[src/hdl/wqvg_pkg.sv]
// Shared types and constants for the wall quad vertex generator.
package wqvg_pkg;

  localparam int SQ_W   = 84;  // squared length scaled by 2^16
  localparam int LEN_W  = 43;  // length in Q35.8
  localparam int SQRT_STEPS = 43;
  localparam int NUM_W  = 55;  // |d| << 22
  localparam int Q_W    = 56;
  localparam int DIV_STEPS = 56;
  localparam logic [15:0] Q14_ONE = 16'sd16384;

  typedef struct packed {
    logic signed [31:0] start_x;
    logic signed [31:0] start_y;
    logic signed [31:0] start_z;
    logic signed [31:0] end_x;
    logic signed [31:0] end_y;
    logic signed [31:0] end_z;
    logic signed [31:0] wall_height;
  } wall_t;

  typedef struct packed {
    logic signed [31:0] pos_x;
    logic signed [31:0] pos_y;
    logic signed [31:0] pos_z;
    logic [30:0]        tex_u;
    logic               tex_v;
    logic signed [15:0] normal_x;
    logic signed [15:0] normal_z;
    logic signed [15:0] tangent_x;
    logic signed [15:0] tangent_y;
    logic signed [15:0] tangent_z;
    logic               last_vertex;
    logic               degenerate;
  } vertex_t;

  // Data that travels along the cell chain with one wall.
  typedef struct packed {
    wall_t              wall;
    logic [2:0][32:0]   dabs;   // |dx|,|dy|,|dz|
    logic [2:0]         dneg;
    logic               degen;
    logic [SQ_W-1:0]    sq;     // remaining radicand
    logic [LEN_W-1:0]   root;
    logic [2:0][NUM_W+LEN_W-1:0] rem;
    logic [2:0][Q_W-1:0] quo;
  } chain_t;

endpackage

[src/hdl/wqvg_if.sv]
// Valid/ready stream interface carrying one payload per beat.
interface wqvg_if #(parameter type T = logic) (input logic clk);
  logic valid;
  logic ready;
  T     data;
  modport source (output valid, output data, input ready);
  modport sink   (input valid, input data, output ready);
endinterface

[src/hdl/wqvg_sqrt_cell.sv]
// One restoring square-root step on the chain.
module wqvg_sqrt_cell #(
  parameter int BIT = 0
) (
  input  logic               clk,
  input  logic               en,
  input  wqvg_pkg::chain_t   d_in,
  output wqvg_pkg::chain_t   d_out
);
  logic [wqvg_pkg::LEN_W-1:0] cand;
  logic [2*wqvg_pkg::LEN_W-1:0] prod;
  wqvg_pkg::chain_t nxt;

  always_comb begin
    cand = d_in.root | (wqvg_pkg::LEN_W'(1) << BIT);
    // cand^2 = root^2 + 2*root*2^b + 2^2b; sq holds n - root^2.
    prod = ((2*wqvg_pkg::LEN_W)'(d_in.root) << (BIT + 1))
         + ((2*wqvg_pkg::LEN_W)'(1) << (2 * BIT));
    nxt = d_in;
    if ((2*wqvg_pkg::LEN_W)'(d_in.sq) >= prod) begin
      nxt.root = cand;
      nxt.sq   = d_in.sq - wqvg_pkg::SQ_W'(prod);
    end
  end

  always_ff @(posedge clk) begin
    if (en) d_out <= nxt;
  end
endmodule

[src/hdl/wqvg_div_cell.sv]
// One restoring divide step for all three tangent components.
module wqvg_div_cell #(
  parameter int BIT = 0
) (
  input  logic               clk,
  input  logic               en,
  input  wqvg_pkg::chain_t   d_in,
  output wqvg_pkg::chain_t   d_out
);
  localparam int RW = wqvg_pkg::NUM_W + wqvg_pkg::LEN_W;
  wqvg_pkg::chain_t nxt;
  logic [RW-1:0] sub;

  always_comb begin
    nxt = d_in;
    sub = RW'(d_in.root) << BIT;
    for (int i = 0; i < 3; i++) begin
      if (d_in.rem[i] >= sub) begin
        nxt.rem[i] = d_in.rem[i] - sub;
        nxt.quo[i][BIT] = 1'b1;
      end
    end
  end

  always_ff @(posedge clk) begin
    if (en) d_out <= nxt;
  end
endmodule

[src/hdl/wall_quad_vertex_generator_unit.sv]
// Top level: cell chain for length and tangent, then a six-beat vertex emitter.
// Path from input beat to first vertex beat: entry stage, 43 root cells, 56 divide
// cells, exit stage, emitter load. The emitter plays six vertex beats per wall and loads
// the next wall when the last beat is taken; the chain itself advances every
// cycle it is not stalled. Reset (synchronous, rst_n low) clears chain valid bits and the emitter.
module wall_quad_vertex_generator_unit (
  input  logic clk,
  input  logic rst_n,
  wqvg_if.sink   in_ch,
  wqvg_if.source out_ch
);
  localparam int NC = wqvg_pkg::SQRT_STEPS + wqvg_pkg::DIV_STEPS;
  localparam int RW = wqvg_pkg::NUM_W + wqvg_pkg::LEN_W;

  wqvg_pkg::chain_t stage [0:NC+1];
  logic [NC+1:0] vld_r;
  wqvg_pkg::wall_t w;
  wqvg_pkg::chain_t ent;
  logic adv;
  logic load;
  logic [2:0] cnt_r;
  logic busy_r;
  wqvg_pkg::chain_t hold_r;
  logic [65:0] s;
  logic [63:0] p [3];
  logic signed [32:0] d [3];

  // Chain stalls only if the last stage is full and the emitter cannot take it.
  assign adv = !vld_r[NC+1] || load;
  assign in_ch.ready = adv;
  assign w = in_ch.data;

  always_comb begin
    ent = '0;
    ent.wall = w;
    d[0] = 33'(w.end_x) - 33'(w.start_x);
    d[1] = 33'(w.end_y) - 33'(w.start_y);
    d[2] = 33'(w.end_z) - 33'(w.start_z);
    for (int i = 0; i < 3; i++) begin
      ent.dneg[i] = d[i][32];
      ent.dabs[i] = d[i][32] ? 33'(-d[i]) : 33'(d[i]);
    end
    ent.degen = (d[0] == 0) && (d[1] == 0) && (d[2] == 0);
  end

  always_ff @(posedge clk) begin
    if (adv) stage[0] <= ent;
  end

  // Squares are formed in the entry stage of the chain (cell zero input).
  // A difference magnitude never exceeds 32 bits.
  always_comb begin
    for (int i = 0; i < 3; i++) begin
      p[i] = stage[0].dabs[i][31:0] * stage[0].dabs[i][31:0];
    end
    s = 66'(p[0]) + 66'(p[1]) + 66'(p[2]);
  end

  wqvg_pkg::chain_t c0;
  always_comb begin
    c0 = stage[0];
    c0.sq = wqvg_pkg::SQ_W'({s, 16'h0});
    c0.root = '0;
  end

  for (genvar g = 0; g < wqvg_pkg::SQRT_STEPS; g++) begin : g_sqrt
    wqvg_sqrt_cell #(.BIT(wqvg_pkg::SQRT_STEPS - 1 - g)) u_cell (
      .clk(clk), .en(adv), .d_in(g == 0 ? c0 : stage[g]), .d_out(stage[g+1]));
  end

  // Dividend |d|<<22 plus half the length for rounding.
  wqvg_pkg::chain_t cd;
  always_comb begin
    cd = stage[wqvg_pkg::SQRT_STEPS];
    for (int i = 0; i < 3; i++) begin
      cd.rem[i] = (RW'(cd.dabs[i]) << 22) + RW'(cd.root >> 1);
      cd.quo[i] = '0;
    end
  end

  for (genvar g = 0; g < wqvg_pkg::DIV_STEPS; g++) begin : g_div
    localparam int S = wqvg_pkg::SQRT_STEPS + g;
    wqvg_div_cell #(.BIT(wqvg_pkg::DIV_STEPS - 1 - g)) u_cell (
      .clk(clk), .en(adv),
      .d_in(g == 0 ? cd : stage[S]), .d_out(stage[S+1]));
  end

  always_ff @(posedge clk) begin
    if (adv) stage[NC+1] <= stage[NC];
  end

  always_ff @(posedge clk) begin
    if (!rst_n) vld_r <= '0;
    else if (adv) vld_r <= {vld_r[NC:0], in_ch.valid};
  end

  // Emitter: loads the finished wall and plays six beats.
  assign load = vld_r[NC+1] && (!busy_r || (out_ch.ready && cnt_r == 3'd5));

  always_ff @(posedge clk) begin
    if (!rst_n) begin
      busy_r <= 1'b0;
      cnt_r  <= '0;
    end else if (out_ch.valid && out_ch.ready) begin
      cnt_r <= (cnt_r == 3'd5) ? 3'd0 : cnt_r + 3'd1;
      if (cnt_r == 3'd5) busy_r <= load;
    end else if (load) begin
      busy_r <= 1'b1;
    end
  end

  always_ff @(posedge clk) begin
    if (load) hold_r <= stage[NC+1];
  end

  logic atend, bot;
  logic signed [32:0] ytop;
  logic signed [31:0] ybase, ysat;
  logic signed [15:0] t [3];
  logic [42:0] u43;
  wqvg_pkg::vertex_t v;

  always_comb begin
    unique case (cnt_r)
      3'd0: begin atend = 1'b0; bot = 1'b0; end
      3'd1: begin atend = 1'b0; bot = 1'b1; end
      3'd2: begin atend = 1'b1; bot = 1'b0; end
      3'd3: begin atend = 1'b1; bot = 1'b0; end
      3'd4: begin atend = 1'b0; bot = 1'b1; end
      default: begin atend = 1'b1; bot = 1'b1; end
    endcase
    ybase = atend ? hold_r.wall.end_y : hold_r.wall.start_y;
    ytop = 33'(ybase) + 33'(hold_r.wall.wall_height);
    if (ytop > 33'sd2147483647) ysat = 32'sh7FFFFFFF;
    else if (ytop < -33'sd2147483648) ysat = 32'sh80000000;
    else ysat = ytop[31:0];
    for (int i = 0; i < 3; i++) begin
      logic [15:0] m;
      m = (hold_r.quo[i] > wqvg_pkg::Q_W'(wqvg_pkg::Q14_ONE)) ? wqvg_pkg::Q14_ONE
        : hold_r.quo[i][15:0];
      t[i] = hold_r.degen ? 16'sd0 : (hold_r.dneg[i] ? -$signed(m) : $signed(m));
    end
    u43 = hold_r.root >> 11;
    v.pos_x = atend ? hold_r.wall.end_x : hold_r.wall.start_x;
    v.pos_y = bot ? ybase : ysat;
    v.pos_z = atend ? hold_r.wall.end_z : hold_r.wall.start_z;
    v.tex_u = (!atend || hold_r.degen) ? 31'd0
            : (u43 > 43'h7FFFFFFF ? 31'h7FFFFFFF : u43[30:0]);
    v.tex_v = bot;
    v.normal_x = -t[2];
    v.normal_z = t[0];
    v.tangent_x = t[0];
    v.tangent_y = t[1];
    v.tangent_z = t[2];
    v.last_vertex = (cnt_r == 3'd5);
    v.degenerate = hold_r.degen;
  end

  assign out_ch.valid = busy_r;
  assign out_ch.data  = v;
endmodule

[src/flat_wrapper.sv]
// flat-port wrapper written by rule: the top's interface ports become plain ports
module wall_quad_vertex_generator_unit_flat 
  (clk, rst_n, in_ch_valid, in_ch_data, in_ch_ready, out_ch_valid, out_ch_data, out_ch_ready);
  wqvg_if in_ch_i (.clk(clk));
  wqvg_if out_ch_i (.clk(clk));
  input  logic clk;
  input  logic rst_n;
  input wire logic [$bits(in_ch_i.valid)-1:0] in_ch_valid;
  input wire logic [$bits(in_ch_i.data)-1:0] in_ch_data;
  output wire logic [$bits(in_ch_i.ready)-1:0] in_ch_ready;
  output wire logic [$bits(out_ch_i.valid)-1:0] out_ch_valid;
  output wire logic [$bits(out_ch_i.data)-1:0] out_ch_data;
  input wire logic [$bits(out_ch_i.ready)-1:0] out_ch_ready;
  assign in_ch_i.valid = in_ch_valid;
  assign in_ch_i.data = in_ch_data;
  assign in_ch_ready = in_ch_i.ready;
  assign out_ch_valid = out_ch_i.valid;
  assign out_ch_data = out_ch_i.data;
  assign out_ch_i.ready = out_ch_ready;
  wall_quad_vertex_generator_unit u_core (.clk(clk), .rst_n(rst_n), .in_ch(in_ch_i), .out_ch(out_ch_i));
endmodule
[config.mk]
export PLATFORM = sky130hd
export DESIGN_NAME = wall_quad_vertex_generator_unit_flat
export DESIGN_NICKNAME = d
export VERILOG_FILES = /design/src/hdl/wqvg_pkg.sv /design/src/hdl/wqvg_if.sv /design/src/hdl/wqvg_sqrt_cell.sv /design/src/hdl/wqvg_div_cell.sv /design/src/hdl/wall_quad_vertex_generator_unit.sv /design/src/flat_wrapper.sv
export SDC_FILE = /design/constraint.sdc
export NUM_CORES = 1
export LEC_CHECK = 0
export ABC_AREA = 1
export BUFFER_PORTS_ARGS = -buffer_cell sky130_fd_sc_hd__buf_2
export CAP_MARGIN = 5
export CORE_UTILIZATION = 57
export DETAILED_ROUTE_END_ITERATION = 16
export HOLD_SLACK_MARGIN = 0.02
export PLACE_DENSITY = 0.81
export SLEW_MARGIN = 20
export SYNTH_ARGS = -nofsm -noshare
export SYNTH_HDL_FRONTEND = slang
export SYNTH_SLANG_ARGS = --single-unit
[constraint.sdc]
create_clock -name clk -period 1.1 [get_ports clk]
set_clock_uncertainty 0.05 [all_clocks]
set_input_delay 0.165 -clock clk [delete_from_list [all_inputs] [get_ports clk]]
set_output_delay 0.165 -clock clk [all_outputs]
set_load 0.02 [all_outputs]
Yosys cells after proc, flatten, opt, wreduce, memory -nomap -nowiden
Index checks and enable logic that the tools add are counted.

Div/mod/pow operators: 0. Add/subtract/negate cells: 1. Bitwise gates (word level): 0. $lt $le $gt $ge: 0. Shift operators: 0. Multiply operators: 0. Equal/unequal tests: 2. Muxes and demuxes: 4. Reductions and logical operators: 9.

Operators by type and width (count): adder 3 x 1 -> 3 bit (second input constant) (1); == test 3 bit (second input constant) (1); logical AND 1 bit (3); 2-to-1 mux 1 bit (3); 2-to-1 mux 3 bit (1); zero test 1 bit (2); logical OR 1 bit (2); != test 2 x 1 -> 1 bit (second input constant) (1); AND reduction 2 bit (1); nonzero test 2 bit (1).

Logic and storage cells: 19. Bits of input ports: 5. Flip-flop bits (word level): 105. Memories: 0. Bits in latches: 0. Output and inout port bits: 3. Memory bits (writable): 0. Bits in read-only memories: 0.

Longest topological paths before layout
Depth in word-level cells: 6. Depth in mapped cells: 9. Depth with buffers taken out: 7.

Worst setup path before layout
OpenSTA, ideal clock, no wires.

Path kind: register -> register. Start: reg u_core.busy_r (netlist: u_core.out_ch.valid). End: reg u_core.vld_r[92]. Cell stages (with the launch flop): 6. Setup time: 0.110 ns. Path slack: -0.202 ns. Data arrival time: 1.142 ns. Cells stage by stage: dfxtp_1 clkbuf_1 buf_2 nand4_1 nand2_1 nor2_1.

Cells in the longest elaborated chain, start to end: 4.

Ends and longest elaborated chain: start, declared (line wall_quad_vertex_generator_unit.sv:22) `logic busy_r;`; start signal, assigned (line wall_quad_vertex_generator_unit.sv:106) `if (cnt_r == 3'd5) busy_r <= load;`; zero test 1 bit (line wall_quad_vertex_generator_unit.sv:98) `assign load = vld_r[NC+1] && (!busy_r || (out_ch.ready && cnt_r == 3'd5));`; logical OR 1 bit (line wall_quad_vertex_generator_unit.sv:98); logical AND 1 bit (line wall_quad_vertex_generator_unit.sv:98); logical OR 1 bit (line wall_quad_vertex_generator_unit.sv:29) `assign adv = !vld_r[NC+1] || load;`; end signal, assigned (line wall_quad_vertex_generator_unit.sv:94) `else if (adv) vld_r <= {vld_r[NC:0], in_ch.valid};`; end, declared (line wall_quad_vertex_generator_unit.sv:16) `logic [NC+1:0] vld_r;`.

No other way between the ends. A chain may end at the register's enable or synchronous reset.

Worst setup path after layout
Start: reg u_core.cnt_r[0]. End: out in_ch_ready.

Cells in the longest elaborated chain, start to end: 5.

Ends and longest elaborated chain: start, declared (line wall_quad_vertex_generator_unit.sv:21) `logic [2:0] cnt_r;`; start signal, assigned (line wall_quad_vertex_generator_unit.sv:105) `cnt_r <= (cnt_r == 3'd5) ? 3'd0 : cnt_r + 3'd1;`; == test 3 bit (line wall_quad_vertex_generator_unit.sv:98); logical AND 1 bit (line wall_quad_vertex_generator_unit.sv:98); logical OR 1 bit (line wall_quad_vertex_generator_unit.sv:98); logical AND 1 bit (line wall_quad_vertex_generator_unit.sv:98); logical OR 1 bit (line wall_quad_vertex_generator_unit.sv:29); end, declared (line flat_wrapper.sv:10) `output wire logic [$bits(in_ch_i.ready)-1:0] in_ch_ready;`.

No other way between the ends.

==> summary.md <==
| Metric | Value |
|---|---|
| Outcome | `complete, but fails checks` |
| Failing checks | `setup timing` |
| Vias in the first global route | `4235` |
| Critical path capture point type | `primary output` |
| First-pass GRT wire length | `18200 um` |
| Ratio of final minimum period to clock period | `1.34` |
| Cts bufs inserted | `9` |
| Yosys warnings | `0` |
| Commonest non-fill, non-tap cell in the layout | `nand2_1` |
| Avg Inst Size Synth | `about 6.5 um^2` |
| Bufs on Longest Clock Path | `2` |
| Fin util | `0.667` |
| Sequential cell area | `2110 um^2` |
| Synth-to-Final Area Change | `13.4%` |
| Routed vias/inst | `5.03` |
| Crit path kind | `reg -> out` |
| Port Buffer Count | `5` |
| CTS tree | `yes` |
| Total number of vias | `around 4500` |
| Final wirelength | `10900 um` |
| Pwr Density | `roughly 1100 nW/um^2` |
| Clock sinks | `roughly 110` |
| Crit start category | `flip-flop` |
| Placed Cells | `~860` |
| I/O pin cnt | `8` |
| Post-route ant nets | `0` |
| Leakage power | `roughly 2.8 nW` |
| Most frequent cells in the layout | `nand2_1, inv_1, nand4_1` |
| Hold Slack | `~0.028 ns` |
| Tmin final | `~1.5 ns` |
| Tightest Hold Check Type | `in -> reg` |
| Row cnt | `34` |
| CP Max Fanout | `2` |
| Area occupied by multi-input gates | `about 1900 um^2` |
| Syn_nets | `between 700 and 800` |
| Ant diodes | `0` |
| Peak supply drop | `0.000704 V` |
| Core area | `between 8000 and 9000 um^2` |
| Mapped Cells | `slightly below 800` |
| Worst-Skew Late Latency | `0.37 ns` |
| Die width | `roughly 97 um` |
| Critical Path AT | `1.25 ns` |
| RD Place Congestion | `around 0.77` |
| Worst EP required | `between 0.8 and 0.9 ns` |
| Die ar. | `just over 9000 um^2` |
| CTS H-Tree Depth | `3` |
| Number of setup violations in the final report | `around 110` |
| Fin cells | `about 900` |
| Final setup TNS | `-25.31 ns` |
| FMAX | `slightly below 700 MHz` |
| Synthesized flop and latch total | `105` |
| Layout cells sized above 1 | `0.153` |
| Fin worst setup slack | `-0.369 ns` |
| WL/cell | `~12 um` |
| Nets | `between 700 and 800` |
| Filler cell count in the final layout | `around 720` |
| Clk root buf | `clkbuf_8` |
| First DRT Iteration DRCs | `375` |
| GRT Overall Usage | `0.231` |
| DRC | `0` |
| Antenna violations before repair | `0` |
| Max_cap viols | `0` |
| Gr ovfl total | `0` |
| Post-DP HPWL | `5660 um` |
| Clock Pin Slew Worst Setup and Hold Paths | `around 0.1 ns` |
| Post-synthesis sequential area ratio | `0.412` |
| Fin. Hold Viols | `0` |
| 1st-pass router iterations | `5` |
| Initial core utilization | `0.588` |
| Final Slew Violations | `0` |
| Post-Syn Area | `5100 um^2` |
| Synth unique cells | `17` |
| Largest net degree at the start of global routing | `70` |
| Die H | `between 90 and 100 um` |
| RSZ-0062 raised after global routing | `yes` |
[sequential cells by signal, indices dropped and copies added (netlist names)]
name	cells
u_core.vld_r	101
u_core.cnt_r	3
u_core.out_ch.valid	1
[worst paths after layout]
kind	start	end	slack, ns	cells past startpoint
setup / recovery	u_core.cnt_r[0]$_SDFFE_PN0N_	in_ch_ready	-0.37	6
setup reg to reg	u_core.cnt_r[0]$_SDFFE_PN0N_	u_core.vld_r[53]$_SDFFE_PN0P_	-0.31	9
hold reg to reg	u_core.cnt_r[2]$_SDFFE_PN0N_	u_core.cnt_r[2]$_SDFFE_PN0N_	0.44	2
hold / removal	in_ch_valid	u_core.vld_r[0]$_SDFFE_PN0P_	0.03	5
[synthesized netlist by cell type]
cell type  number  area, um^2
nand2_1       206         773
inv_1         163         612
dfxtp_1       105        2100
nand4_1       101         632
nor2_1        101         379
inv_2          43         161
buf_2          21         105
buf_6          19         214
clkbuf_1       14        52.6
a21oi_1         5        25.0
buf_1           1        3.75
buf_4           1        7.51
conb_1          1        3.75
nand2_2         1        6.26
nand3_1         1        5.00
nand3_2         1        10.0
nor2_4          1        11.3
[logic make-up (layout without fill, tap and decap cells)]
kind of cell | Yosys count | after routing | share of synthesized area
compound gates | 5 | 5 | 0.00490
buf+inv | 262 | 266 | 0.227
flops | 105 | 105 | 0.412
other cells | 1 | 1 | 0.000735
simple gates | 412 | 412 | 0.356
[layer usage]
metal | wire length [um] | vias to the layer above | part of all wire | track usage
met2 | 5550 | 94 | 0.51 | 0.404
met1 | 4720 | 2084 | 0.43 | 0.284
met3 | 386 | 17 | 0.035 | 0.0303
met5 | 0 | - | 0 | 0
met4 | 214 | 0 | 0.020 | 0.102
li1 | - | 2313 | - | -
[through the flow]
step / setup slack [ns] / cell area (um^2) / total power (W)
2_1_floorplan: -0.0396 / 5120 / 0.00404
3_3_place_gp: -0.143 / 5180 / 0.00407
3_5_place_dp: -0.179 / 5180 / 0.00408
4_1_cts: -0.364 / 5650 / 0.00642
5_1_grt: -0.409 / 5790 / 0.00663
6_report: -0.369 / 5790 / 0.00640
[where the power goes]
group | switching (W) | internal [W]
clock network | 0.00134 | 0.00106
registers | 0.00000152 | 0.00380
logic | 0.000127 | 0.0000724
[cell type report]
class | count | area share
clock buffers | 10 | 0.0220
clock inverters | 6 | 0.0117
inverters | 206 | 0.134
multi-input cells | 418 | 0.328
flip-flops and latches | 105 | 0.365
well taps | 108 | 0.0233
repair buffers | 44 | 0.116
[critical path: stages, from the launching register on]
cell and delay, ns:
dfxtp_2 0.35, inv_2 0.05, nor2_4 0.11, nand2_4 0.08, nand3_4 0.08, buf_12 0.11
buf_8 0.10
[what timing repair did]
item / CTS / global route
hold endpoints to repair: 1 / 0
pin swaps: 8 / 11
gates resized for setup: 24 / 18
setup buffers: 8 / 3
gates cloned: 4 / 4
endpoints found under the setup margin: 106 / 107
hold buffers: 1 / 0
No activity file was read; power rests on OpenSTA's default activity.
